`config.mk`:
```
export PLATFORM = sky130hd
export DESIGN_NAME = midi_byte_stream_parser_unit
export DESIGN_NICKNAME = d
export VERILOG_FILES = /design/src/hw/rtl/mbsp_pkg.sv /design/src/hw/rtl/midi_byte_stream_parser_unit.sv
export SDC_FILE = /design/constraint.sdc
export NUM_CORES = 1
export LEC_CHECK = 0
export ABC_AREA = 0
export ABC_CLOCK_PERIOD_IN_PS = 2950
export BUFFER_PORTS_ARGS = -buffer_cell sky130_fd_sc_hd__buf_4
export CELL_PAD_IN_SITES_DETAIL_PLACEMENT = 1
export CELL_PAD_IN_SITES_GLOBAL_PLACEMENT = 1
export CORE_MARGIN = 1
export CORE_UTILIZATION = 41
export CTS_CLUSTER_SIZE = 20
export DETAILED_ROUTE_END_ITERATION = 12
export GPL_TIMING_DRIVEN = 0
export PLACE_DENSITY = 0.72
export SLEW_MARGIN = 20
export SYNTH_ARGS = -nofsm -noshare
export SYNTH_HDL_FRONTEND = slang
export SYNTH_SLANG_ARGS = --single-unit
```
`constraint.sdc`:
```
create_clock -name clk -period 2.95 [get_ports clk]
set_clock_uncertainty 0.05 [all_clocks]
set_input_delay 0.295 -clock clk [delete_from_list [all_inputs] [get_ports clk]]
set_output_delay 0.295 -clock clk [all_outputs]
set_load 0.05 [all_outputs]
```
`src/hw/rtl/mbsp_pkg.sv`:
```
// ----------------------------------------------------------------------------
// MIDI byte stream parser package
// Types, constants and status decode tables shared by the parser files.
// ----------------------------------------------------------------------------
`default_nettype none

package mbsp_pkg;

	localparam int unsigned BYTE_W  = 8;
	localparam int unsigned KIND_W  = 5;
	localparam int unsigned CHAN_W  = 5;
	localparam int unsigned DATA_W  = 7;
	localparam int unsigned COUNT_W = 2;
	localparam int unsigned TDATA_W = 24;

	typedef logic [KIND_W-1:0]  kind_t;
	typedef logic [CHAN_W-1:0]  chan_t;
	typedef logic [DATA_W-1:0]  data_t;
	typedef logic [COUNT_W-1:0] count_t;

	localparam logic [BYTE_W-1:0] STATUS_MASK = 8'h80;
	localparam logic [3:0]        SYS_NIBBLE  = 4'hF;

	localparam kind_t KIND_START         = 5'd0;
	localparam kind_t KIND_CONTINUE      = 5'd1;
	localparam kind_t KIND_STOP          = 5'd2;
	localparam kind_t KIND_CLOCK         = 5'd3;
	localparam kind_t KIND_TICK          = 5'd4;
	localparam kind_t KIND_ACT_SENSE     = 5'd5;
	localparam kind_t KIND_RESET         = 5'd6;
	localparam kind_t KIND_TUNE_REQ      = 5'd7;
	localparam kind_t KIND_PROG_CHANGE   = 5'd8;
	localparam kind_t KIND_CHAN_PRESSURE = 5'd9;
	localparam kind_t KIND_QUARTER_FRAME = 5'd10;
	localparam kind_t KIND_SONG_SELECT   = 5'd11;
	localparam kind_t KIND_NOTE_ON       = 5'd12;
	localparam kind_t KIND_NOTE_OFF      = 5'd13;
	localparam kind_t KIND_CTRL_CHANGE   = 5'd14;
	localparam kind_t KIND_PITCH_BEND    = 5'd15;
	localparam kind_t KIND_POLY_PRESSURE = 5'd16;
	localparam kind_t KIND_SONG_POS      = 5'd17;
	localparam kind_t KIND_NONE          = 5'd31;

	localparam chan_t CHAN_BROADCAST = 5'd16;

	// decode of system status low nibble (0xF0..0xFF)
	function automatic kind_t sys_kind(input logic [3:0] nib);
		kind_t k;
		case (nib)
			4'h1:    k = KIND_QUARTER_FRAME;
			4'h2:    k = KIND_SONG_POS;
			4'h3:    k = KIND_SONG_SELECT;
			4'h6:    k = KIND_TUNE_REQ;
			4'h8:    k = KIND_CLOCK;
			4'h9:    k = KIND_TICK;
			4'hA:    k = KIND_START;
			4'hB:    k = KIND_CONTINUE;
			4'hC:    k = KIND_STOP;
			4'hE:    k = KIND_ACT_SENSE;
			4'hF:    k = KIND_RESET;
			default: k = KIND_NONE;
		endcase
		return k;
	endfunction

	// decode of channel status high nibble (0x8..0xE)
	function automatic kind_t chan_kind(input logic [3:0] nib);
		kind_t k;
		case (nib)
			4'h8:    k = KIND_NOTE_OFF;
			4'h9:    k = KIND_NOTE_ON;
			4'hA:    k = KIND_POLY_PRESSURE;
			4'hB:    k = KIND_CTRL_CHANGE;
			4'hC:    k = KIND_PROG_CHANGE;
			4'hD:    k = KIND_CHAN_PRESSURE;
			default: k = KIND_PITCH_BEND;
		endcase
		return k;
	endfunction

	function automatic count_t data_len(input kind_t kind);
		count_t n;
		case (kind)
			KIND_PROG_CHANGE, KIND_CHAN_PRESSURE,
			KIND_QUARTER_FRAME, KIND_SONG_SELECT:       n = 2'd1;
			KIND_NOTE_ON, KIND_NOTE_OFF, KIND_CTRL_CHANGE,
			KIND_PITCH_BEND, KIND_POLY_PRESSURE,
			KIND_SONG_POS:                              n = 2'd2;
			default:                                    n = 2'd0;
		endcase
		return n;
	endfunction

endpackage

`default_nettype wire

```
`src/hw/rtl/midi_byte_stream_parser_unit.sv`:
```
// ----------------------------------------------------------------------------
// MIDI byte stream parser unit
// Decodes a MIDI 1.0 byte stream into events without running status.
// ----------------------------------------------------------------------------
//  channel | dir | tdata                    | tuser
//  s_      | in  | midi_byte                | -
//  m_      | out | channel, first, second   | event_kind
//
// One byte per cycle while no stall on m_tready holds the event; an input transfer
// reaches m_tvalid through the input register and then the event register.
// Held message state updates as a byte leaves the input register.
// arst_n clears valid flags and held state (channel to all channels).
// A stall on m_tready holds the event and, once the input register is full,
// holds s_tready low.
`default_nettype none

module midi_byte_stream_parser_unit (
	input  wire                            clk,
	input  wire                            arst_n,
	input  wire                            s_tvalid,
	output logic                           s_tready,
	input  wire  [mbsp_pkg::BYTE_W-1:0]    s_tdata,   // [7:0] midi_byte
	output logic                           m_tvalid,
	input  wire                            m_tready,
	output logic [mbsp_pkg::TDATA_W-1:0]   m_tdata,   // [4:0] channel, [11:5] first_data,
	                                                  // [18:12] second_data, [23:19] zero
	output logic [mbsp_pkg::KIND_W-1:0]    m_tuser    // [4:0] event_kind
);
	import mbsp_pkg::*;

	logic                valid_s1;
	logic [BYTE_W-1:0]   byte_s1;
	logic                advance;

	kind_t  held_kind_q,   held_kind_d;
	chan_t  held_chan_q,   held_chan_d;
	data_t  held_first_q,  held_first_d;
	data_t  held_second_q, held_second_d;
	count_t expect_q,      expect_d;
	logic   emit;

	logic   out_valid_q;
	kind_t  out_kind_q;
	chan_t  out_chan_q;
	data_t  out_first_q;
	data_t  out_second_q;

	kind_t  st_kind;
	chan_t  st_chan;

	assign advance  = !out_valid_q || m_tready;
	assign s_tready = !valid_s1 || advance;

	always_ff @(posedge clk or negedge arst_n) begin
		if (!arst_n) begin
			valid_s1 <= 1'b0;
		end else if (s_tready) begin
			valid_s1 <= s_tvalid;
		end
	end

	always_ff @(posedge clk) begin
		if (s_tready && s_tvalid) begin
			byte_s1 <= s_tdata;
		end
	end

	always_comb begin
		if (byte_s1[7:4] == SYS_NIBBLE) begin
			st_kind = sys_kind(byte_s1[3:0]);
			st_chan = CHAN_BROADCAST;
		end else begin
			st_kind = chan_kind(byte_s1[7:4]);
			st_chan = {1'b0, byte_s1[3:0]};
		end
	end

	always_comb begin
		held_kind_d   = held_kind_q;
		held_chan_d   = held_chan_q;
		held_first_d  = held_first_q;
		held_second_d = held_second_q;
		expect_d      = expect_q;
		emit          = 1'b0;
		if ((byte_s1 & STATUS_MASK) != '0) begin
			expect_d = '0;
			if (st_kind != KIND_NONE) begin
				held_kind_d   = st_kind;
				held_chan_d   = st_chan;
				held_first_d  = '0;
				held_second_d = '0;
				expect_d      = data_len(st_kind);
				emit          = (data_len(st_kind) == '0);
			end
		end else if (expect_q != '0) begin
			if (data_len(held_kind_q) == 2'd2 && expect_q == 2'd2) begin
				held_first_d = byte_s1[DATA_W-1:0];
			end else if (data_len(held_kind_q) == 2'd2) begin
				held_second_d = byte_s1[DATA_W-1:0];
			end else begin
				held_first_d = byte_s1[DATA_W-1:0];
			end
			expect_d = expect_q - 2'd1;
			emit     = (expect_q == 2'd1);
		end
	end

	always_ff @(posedge clk or negedge arst_n) begin
		if (!arst_n) begin
			held_kind_q   <= '0;
			held_chan_q   <= CHAN_BROADCAST;
			held_first_q  <= '0;
			held_second_q <= '0;
			expect_q      <= '0;
			out_valid_q   <= 1'b0;
		end else if (advance) begin
			out_valid_q <= valid_s1 && emit;
			if (valid_s1) begin
				held_kind_q   <= held_kind_d;
				held_chan_q   <= held_chan_d;
				held_first_q  <= held_first_d;
				held_second_q <= held_second_d;
				expect_q      <= expect_d;
			end
		end
	end

	always_ff @(posedge clk) begin
		if (advance && valid_s1 && emit) begin
			out_kind_q   <= held_kind_d;
			out_chan_q   <= held_chan_d;
			out_first_q  <= held_first_d;
			out_second_q <= held_second_d;
		end
	end

	assign m_tvalid = out_valid_q;
	assign m_tuser  = out_kind_q;
	assign m_tdata  = {5'd0, out_second_q, out_first_q, out_chan_q};

endmodule

`default_nettype wire

```
==> flow_summary_export.csv, run 1 <==
group,metric,value,unit
pwr,ir_worst_vdd,0.347,mV
critical_path,criticalPathCategory,"reg -> reg",
yosys,synthTopCellsByCount,"32 x edfxtp_1, 27 x dfrtp_1, 24 x nand2_1, 24 x nor2_1, 18 x mux2i_1",
yosys,ys_top_cells_by_area,"edfxtp_1 32%, dfrtp_1 22%, mux2i_1 6.0%, a22o_1 4.3%, dfxtp_1 3.3%",
clock_tree,clockRootBuffer,"clkbuf_8",
pwr,leakagePower,0.00149,uW
floorplanning,initial_utilization,43.6,%
job,max_cap_violations,0,
drt,wire_per_inst,16.0,um
critical_path,cp.required,2.86,ns
yosys,yosysWarnings,0,
floorplanning,die-area,7730,um^2
floorplanning,ios,43,
yosys,synth_edf_count,32,
clock_tree,insertion_delay,0.33,ns
timing,tns,0,ns
outcome,status,"finished clean",
yosys,ys_seq_elements,65,
placement,dpl.hpwl,4.66,mm
clock_tree,numCtsBuffers,9,
finish,final_core_util,52.5,%
timing,min_period,2.71,ns
clock_tree,h-tree-depth,3,
timing,report.final.slew_viol_count,0,
yosys,synth_most_common_cell,"edfxtp_1",
timing,rsz0062_at_grt,"no",
global_routing,antenna_found_initial,0,
floorplanning,die_w,87.9,um
pwr,p_int,1880,uW
yosys,yosysSeqAreaShare,58.2,%
pwr,combinationalPowerShare,30.4,%
yosys,synth_cells,259,
yosys,yosys.area.top_type,"edfxtp_1",
clock_tree,cts_tree,"yes",
clock_tree,cts.clk_slew.worst_paths,0.07,ns
critical_path,endpoint_kind,"register",
floorplanning,coreArea,6940,um^2
critical_path,cp-start-kind,"register",
global_routing,overflow,0,
drt,antenna_left,0,
pwr,power.switching,977,uW
drt,drc,0,
yosys,synth_top_area_share,31.7,%
global_routing,grt_pass1_wl,11.0,mm
clock_tree,cts_sinks,65,
timing,max-slew-margin-rel,42.4,%
finish,layout-drive-gt1-share,23.7,%
clock_tree,cts_setup_buffers,0,
timing,finalHoldViolations,0,
finish,area_growth,20.5,%
pwr,p_sw_share,34.2,%
pwr,power.density,782,nW/um^2
timing,fmax,369,MHz
yosys,avgSynthCellArea,11.7,um^2
finish,multi_input_area,1160,um^2
drt,vias,2135,
placement,io_buffers,37,
floorplanning,num_rows,30,
yosys,ys_types,50,
yosys,netlist_area,3030,um^2
yosys,synthArstFlopShare,43.1,%
timing,final-setup-viol-count,0,
min_path,hold_class,"in -> reg",
global_routing,grt_pass1_vias,2158,
floorplanning,dieHeight,87.9,um
timing,max_slew.worst_pin.slew,0.857,ns
pwr,pwr-share-clk,24.8,%
finish,n_fill_cell,766,
drt,drtIter0Drc,80,
clock_tree,ctsResizeCount,0,
critical_path,cp_max_fo,24,
placement,gp_congestion,0.754,
clock_tree,cts_hold_buf,1,
drt,drt-total-wl,6.61,mm
timing,period_share,91.8,%
finish,final_nets,330,
drt,first_pass_iters,4,
global_routing,track_usage,19.4,%
finish,regArea,1760,um^2
yosys,synthFlopType,"edfxtp_1",
critical_path,crit_arrival,2.62,ns
global_routing,grt_max_degree,29,
drt,vias_per_cell,5.17,
finish,num_antenna_cells,0,
pwr,seq_power_share,44.8,%
clock_tree,clock_path_buffers,2,
==> cell type report <==
| class | instances | share of cell area [%] |
|---|---|---|
| buffer | 18 | 2.71 |
| clock buffer | 12 | 3.70 |
| clock inverter | 4 | 1.27 |
| inverter | 9 | 0.926 |
| multi-input combinational | 171 | 31.9 |
| sequential | 65 | 48.3 |
| tap | 96 | 3.29 |
| timing repair buffer | 38 | 7.89 |
==> critical path, stage by stage (launching register included) <==
cell,delay (ns)
edfxtp_1,0.33
buf_2,0.21
and2_1,0.15
clkbuf_1,0.26
o21ai_0,0.22
or3_1,0.42
a21oi_4,0.69
==> cells by family after synthesis <==
| group | share of synthesized area (%) |
|---|---|
| simple gates | 12.8 |
| other cells | 0.124 |
| flops | 58.2 |
| fa+ha+maj | 2.48 |
| mux | 7.44 |
| xor+xnor | 0.289 |
| buf+inv | 4.38 |
| compound gates | 14.2 |
==> sequential cells by signal, summed over array words and instances (netlist names), named ones only <==
signal,cells
m_tvalid,1
expect_q,2
held_first_q,7
out_first_q,7
held_kind_q,5
out_chan_q,5
byte_s1,8
valid_s1,1
held_second_q,7
held_chan_q,5
out_second_q,7
m_tuser,5
==> power by group through the flow <==
stage	logic, uW	registers, uW	clock network [uW]
floorplan	507	1410	0
global placement	837	1280	0
detailed placement	869	1290	0
CTS	876	1280	728
global route	953	1300	762
finish	868	1280	707
==> layer usage <==
layer / routed length, um / up-vias / track usage [%]
met4: 188 / 0 / 11.8
met2: 3150 / 45 / 29.7
met3: 134 / 14 / 2.64
li1: - / 1025 / -
met5: 0 / - / 0
met1: 3140 / 1051 / 26.2
==> placed cells by master, fill, tap and decap left out, types with 2 or more instances in the layout <==
cell / instances
dfrtp_1: 27
nand3b_1: 2
and2_1: 3
a22o_1: 15
conb_1: 5
o21a_1: 4
dfxtp_1: 5
inv_2: 3
a22oi_1: 2
clkbuf_1: 10
a21oi_4: 2
ha_1: 6
inv_1: 6
mux2_2: 3
nand2_1: 24
o21ai_1: 17
edfxtp_1: 32
nand2b_1: 5
nand3_1: 3
buf_2: 4
o21ai_0: 6
buf_4: 42
nor3_1: 3
a21oi_1: 7
nor2_1: 24
clkbuf_8: 9
mux2i_1: 18
==> worst paths after layout <==
kind | end | start | cells past startpoint | slack (ns)
hold / removal | byte_s1[5] | s_tdata[5] | 1 | 0.09
hold reg to reg | held_chan_q[4] | held_chan_q[4] | 2 | 0.41
setup / recovery | out_chan_q[1] | byte_s1[7] | 6 | 0.24
setup reg to reg | out_chan_q[1] | byte_s1[7] | 6 | 0.24
max in group asynchronous | held_chan_q[4] | arst_n | 2 | 2.16
min in group asynchronous | held_kind_q[3] | arst_n | 2 | 0.37
==> stage by stage <==
step | area [um^2] | total power, uW | std cells | setup WS [ns] | hold WS (ns)
floorplan | 3050 | 1920 | 263 | 0.0405 | -0.0506
global placement | 3440 | 2120 | 396 | 0.0214 | 0.195
detailed placement | 3450 | 2160 | 396 | 0.227 | 0.197
CTS | 3640 | 2880 | 413 | 0.219 | 0.0701
global route | 3650 | 3020 | 413 | 0.0766 | 0.0716
finish | 3650 | 2850 | 413 | 0.242 | 0.0869
Note: power is estimated with default switching activity, not from simulation.
==> run 2, diff against run 1 <==
--- a/config.mk
+++ b/config.mk
@@ -7,7 +7,7 @@
 export LEC_CHECK = 0
 export ABC_AREA = 0
 export ABC_CLOCK_PERIOD_IN_PS = 2950
-export BUFFER_PORTS_ARGS = -buffer_cell sky130_fd_sc_hd__buf_4
+export BUFFER_PORTS_ARGS = -buffer_cell sky130_fd_sc_hd__buf_2
 export CELL_PAD_IN_SITES_DETAIL_PLACEMENT = 1
 export CELL_PAD_IN_SITES_GLOBAL_PLACEMENT = 1
 export CORE_MARGIN = 1
==> run 2 against run 1 <==
Against the previous run:
- total power is 4.1% lower
- sequential power about the same
- global-route usage rose by 0.18 points
- sequential share of layout area up 1.7 points
- worst hold slack got worse by 0.0055 ns
- non-clock buffer count unchanged
- final area shrank 3.3%
- critical endpoint is now out_first_q[0]
- clock-buffer cell count shrank 1
- die area stayed put
- sequential cell count is the same
- first-iteration DRC count is 18% lower
==> flow_summary_export.csv, run 2 (synthesized netlist as in run 1, its figures left out) <==
group,metric,value,unit
outcome,status,"finished clean",
min_path,min_to,"byte_s1[7]",
global_routing,grt_pass1_vias,2275,
global_routing,antenna_found_initial,0,
floorplanning,dieHeight,87.9,um
clock_tree,h-tree-depth,3,
clock_tree,cts_sinks,65,
floorplanning,num_rows,30,
clock_tree,numCtsBuffers,9,
finish,largest_reg_flops,8,
job,max_cap_violations,0,
timing,tns,0,ns
drt,wire_per_inst,16.5,um
clock_tree,cts_setup_buffers,0,
drt,vias,2162,
pwr,power.density,776,nW/um^2
timing,setup_ws,0.206,ns
pwr,ir_worst_vdd,0.282,mV
global_routing,track_usage,19.6,%
clock_tree,clockRootBuffer,"clkbuf_8",
finish,final_nets,330,
critical_path,rr_worst_depth,6,
clock_tree,cts_hold_buf,1,
timing,report.final.slew_viol_count,0,
critical_path,crit_arrival,2.66,ns
min_path,hold_class,"in -> reg",
timing,final-setup-viol-count,0,
drt,first_pass_iters,4,
finish,final_cell_mix,"41 x buf_2, 32 x edfxtp_1, 27 x dfrtp_1",
critical_path,cp.required,2.87,ns
clock_tree,cts.clk_slew.worst_paths,0.07,ns
critical_path,r2r_setup_slack,0.21,ns
min_path,hold_depth,1,
finish,instances_no_fill,412,
timing,rsz0062_at_grt,"no",
floorplanning,die-area,7730,um^2
timing,fmax,364,MHz
min_path,hp-start,"s_tdata[7]",
drt,drtIter0Drc,66,
finish,final_common_cell,"buf_2",
pwr,power,2740,uW
finish,area_growth,16.5,%
placement,pre_cts_slack,0.199,ns
critical_path,r2r-start,"byte_s1[7]",
floorplanning,ios,43,
placement,place.detailed.instances,396,
critical_path,r2r-end,"out_first_q[0]",
drt,antenna_left,0,
finish,layout-drive-gt1-share,23.7,%
drt,drt-total-wl,6.80,mm
global_routing,grt_pass1_wl,11.1,mm
clock_tree,clock_path_buffers,2,
clock_tree,insertion_delay,0.34,ns
critical_path,cp-start-kind,"register",
critical_path,criticalPathCategory,"reg -> reg",
timing,min_period,2.74,ns
clock_tree,cts_tree,"yes",
floorplanning,coreArea,6940,um^2
drt,drc,0,
timing,whs,0.0814,ns
floorplanning,initial_utilization,43.6,%
finish,num_antenna_cells,0,
timing,finalHoldViolations,0,
timing,period_share,93.0,%
critical_path,endpoint_kind,"register",
placement,dpl.hpwl,4.80,mm
finish,n_fill_cell,793,
placement,io_buffers,37,
pwr,leakagePower,0.00145,uW
clock_tree,ctsResizeCount,0,
placement,gp_congestion,0.746,
drt,vias_per_cell,5.25,
finish,regMostFlops,"byte_s1",
critical_path,cp_max_fo,24,
finish,multi_input_area,1160,um^2
global_routing,overflow,0,
timing,max-slew-margin-rel,45.2,%
floorplanning,die_w,87.9,um
global_routing,grt_max_degree,29,
timing,max_slew.worst_pin.slew,0.819,ns
finish,regArea,1760,um^2
run 2: changes by cell type in the layout (fill, tap and decap cells not counted):
cell	previous run	this run
buf_4	42	5
clkinv_2	1	2
clkbuf_1	10	9
buf_2	4	41
bufinv_16	1	0
run 2: routing by layer:
metal	up-vias	routed length, um	GRT usage [%]
li1	1026	-	-
met1	1081	3150	24.9
met2	43	3330	32.6
met3	12	203	4.24
met4	0	108	7.60
met5	-	0	0
run 2: area by class of cell:
cell class,count,area share (%)
Timing Repair Buffer,38,5.53
Inverter,9,0.958
Tap cell,96,3.41
Sequential cell,65,50.0
Multi-Input combinational cell,171,33.0
Clock inverter,4,0.603
Clock buffer,11,3.72
Buffer,18,2.80
run 2: how the worst max path moves through the flow:
stage | startpoint | end | slack, ns
global route | byte_s1[7] | out_second_q[6] | 0.03
floorplan | m_tvalid | register | 0.04
detailed placement | byte_s1[7] | out_second_q[4] | 0.20
CTS | byte_s1[7] | out_second_q[6] | 0.17
finish | byte_s1[7] | out_first_q[0] | 0.21
global placement | byte_s1[7] | out_first_q[3] | 0.02
run 2: worst max-delay path, stage by stage (launching register included):
cell      delay, ns
edfxtp_1       0.33
buf_2          0.21
and2_1         0.15
clkbuf_1       0.26
o21ai_0        0.24
or3_1          0.43
a21oi_4        0.69
run 2: stage by stage:
stage	area (um^2)	util, %
global placement	3350	48.3
global route	3530	50.8
floorplan	3050	-
CTS	3520	50.7
detailed placement	3360	48.4
finish	3530	50.8
run 2: where the power goes:
part | internal, uW | total [uW] | switching, uW
combinational | 292 | 837 | 544
clock | 295 | 622 | 327
sequential | 1170 | 1280 | 111
total | 1750 | 2740 | 983
==> run 3, diff against run 2 <==
--- a/config.mk
+++ b/config.mk
@@ -11,11 +11,11 @@
 export CELL_PAD_IN_SITES_DETAIL_PLACEMENT = 1
 export CELL_PAD_IN_SITES_GLOBAL_PLACEMENT = 1
 export CORE_MARGIN = 1
-export CORE_UTILIZATION = 41
+export CORE_UTILIZATION = 43
+export CTS_BUF_LIST = sky130_fd_sc_hd__clkbuf_8
 export CTS_CLUSTER_SIZE = 20
 export DETAILED_ROUTE_END_ITERATION = 12
-export GPL_TIMING_DRIVEN = 0
-export PLACE_DENSITY = 0.72
+export PLACE_DENSITY = 0.76
 export SLEW_MARGIN = 20
 export SYNTH_ARGS = -nofsm -noshare
 export SYNTH_HDL_FRONTEND = slang
==> constraint.sdc (replaced) <==
create_clock -name clk -period 2.95 [get_ports clk]
set_clock_uncertainty 0.05 [all_clocks]
set_input_delay 0.59 -clock clk [delete_from_list [all_inputs] [get_ports clk]]
set_output_delay 0.59 -clock clk [all_outputs]
set_load 0.05 [all_outputs]
==> run 3 against run 2 <==
Against the previous run:
- register-to-register slack gained 0.31 ns
- sequential cell count is the same
- fmax grew 13%
- global-route usage is essentially flat
- clock power grew 38%
- final cell count shrank 2.4%
- non-clock buffer count shrank 11
- critical path depth is the same
- critical path type unchanged
- highest routed layer unchanged
==> flow_summary_export.csv, run 3 (synthesized netlist as in run 1, its figures left out) <==
group,metric,value,unit
critical_path,cp-start-kind,"register",
job,max_cap_violations,0,
clock_tree,ctsResizeCount,0,
drt,drtIter0Drc,92,
outcome,status,"finished clean",
pwr,leakagePower,0.00146,uW
placement,gp_congestion,0.812,
timing,report.final.slew_viol_count,0,
finish,final_nets,319,
min_path,hold_class,"in -> async",
clock_tree,h-tree-depth,3,
pwr,pwr-share-clk,28.9,%
pwr,p_sw_share,33.5,%
timing,final-setup-viol-count,0,
clock_tree,clockRootBuffer,"clkbuf_8",
finish,layout-drive-gt1-share,24.5,%
timing,fmax,411,MHz
global_routing,use_met2,30.5,%
floorplanning,die_w,85.9,um
pwr,ir_worst_vdd,0.324,mV
critical_path,cp_max_fo,24,
pwr,p_int,1980,uW
pwr,power.switching,995,uW
clock_tree,cts_hold_buf,0,
floorplanning,coreArea,6790,um^2
floorplanning,die-area,7380,um^2
timing,setup_ws,0.515,ns
floorplanning,num_rows,30,
drt,vias_per_cell,5.29,
finish,regMostFlops,"byte_s1",
timing,max-slew-margin-rel,57.3,%
clock_tree,cts_tree,"yes",
clock_tree,numCtsBuffers,9,
drt,antenna_left,0,
global_routing,overflow,0,
finish,n_fill_cell,739,
timing,rsz0062_at_grt,"no",
global_routing,grt_pass1_wl,10.7,mm
timing,whs,0.212,ns
floorplanning,initial_utilization,44.5,%
critical_path,endpoint_kind,"register",
drt,wire_per_inst,16.3,um
timing,max_slew.worst_pin.slew,0.640,ns
floorplanning,ios,43,
finish,multi_input_area,1150,um^2
critical_path,cp.required,2.92,ns
critical_path,criticalPathCategory,"reg -> reg",
global_routing,grt_pass1_vias,2122,
finish,final_cell_mix,"37 x buf_2, 32 x edfxtp_1, 27 x dfrtp_1",
pwr,seq_power_share,43.3,%
drt,drt-total-wl,6.56,mm
drt,drc,0,
timing,min_period,2.44,ns
global_routing,grt_use_met1,25.6,%
placement,io_buffers,37,
drt,first_pass_iters,4,
clock_tree,insertion_delay,0.34,ns
global_routing,track_usage,19.6,%
clock_tree,cts_setup_buffers,0,
finish,regArea,1760,um^2
pwr,combinationalPowerShare,27.8,%
placement,pre_cts_slack,0.521,ns
pwr,power.density,839,nW/um^2
finish,num_antenna_cells,0,
timing,finalHoldViolations,0,
clock_tree,clock_path_buffers,2,
clock_tree,cts.clk_slew.worst_paths,0.07,ns
finish,largest_reg_flops,8,
clock_tree,cts_sinks,65,
finish,area_growth,17.0,%
floorplanning,dieHeight,85.9,um
timing,period_share,82.6,%
global_routing,antenna_found_initial,0,
global_routing,grt-busiest-layer,"met2",
finish,final_common_cell,"buf_2",
timing,tns,0,ns
critical_path,crit_arrival,2.40,ns
global_routing,grt.met3_usage,4.91,%
global_routing,grt_max_degree,29,
placement,dpl.hpwl,4.52,mm
drt,vias,2125,
==> run 3: area by class of cell <==
cell class / instances / area share (%)
timing repair buffer: 45 / 6.92
multi-input combinational: 171 / 32.5
inverter: 9 / 0.954
tap: 96 / 3.39
clock inverter: 5 / 2.23
sequential: 65 / 49.8
clock buffer: 11 / 4.27
==> run 3: stage by stage <==
stage | total power (uW) | utilization, % | instance area [um^2] | cells
after global routing | 3120 | 52.1 | 3540 | 402
after CTS | 3000 | 52.1 | 3540 | 402
final | 2970 | 52.1 | 3540 | 402
after detailed placement | 2130 | 48.7 | 3310 | 386
after global placement | 2090 | 48.7 | 3310 | 386
after floorplan | 1920 | - | 3050 | 263
==> run 3: layer usage <==
layer  vias to the layer above  wire (um)  share of wire (%)
li1                       1010          -                  -
met1                      1063       3010                 46
met2                        40       3210                 49
met3                        12        198                3.0
met4                         0        138                2.1
met5                         -          0                  0
==> run 3: final timing paths <==
| kind | startpoint | end | slack [ns] | cells past startpoint |
|---|---|---|---|---|
| setup / recovery | byte_s1[4] | m_tuser[0] | 0.51 | 6 |
| hold / removal | arst_n | expect_q[0] | 0.21 | 1 |
| setup reg to reg | byte_s1[4] | m_tuser[0] | 0.51 | 6 |
| hold reg to reg | held_chan_q[4] | held_chan_q[4] | 0.41 | 2 |
| max in group asynchronous | arst_n | held_first_q[3] | 2.22 | 1 |
| min in group clk | s_tdata[7] | byte_s1[7] | 0.37 | 1 |
==> run 3: worst max-delay path: stages, from the launching register on <==
cell	delay, ns
edfxtp_1	0.62
a21boi_1	0.26
nor3_1	0.08
nand2b_1	0.17
or3_1	0.42
a21oi_2	0.15
buf_4	0.33
==> run 3: power by group through the flow <==
| stage | logic [uW] | clock network (uW) | registers (uW) |
|---|---|---|---|
| CTS | 836 | 877 | 1290 |
| global route | 903 | 911 | 1310 |
| finish | 825 | 859 | 1290 |
| floorplan | 507 | 0 | 1410 |
| detailed placement | 827 | 0 | 1310 |
| global placement | 798 | 0 | 1290 |
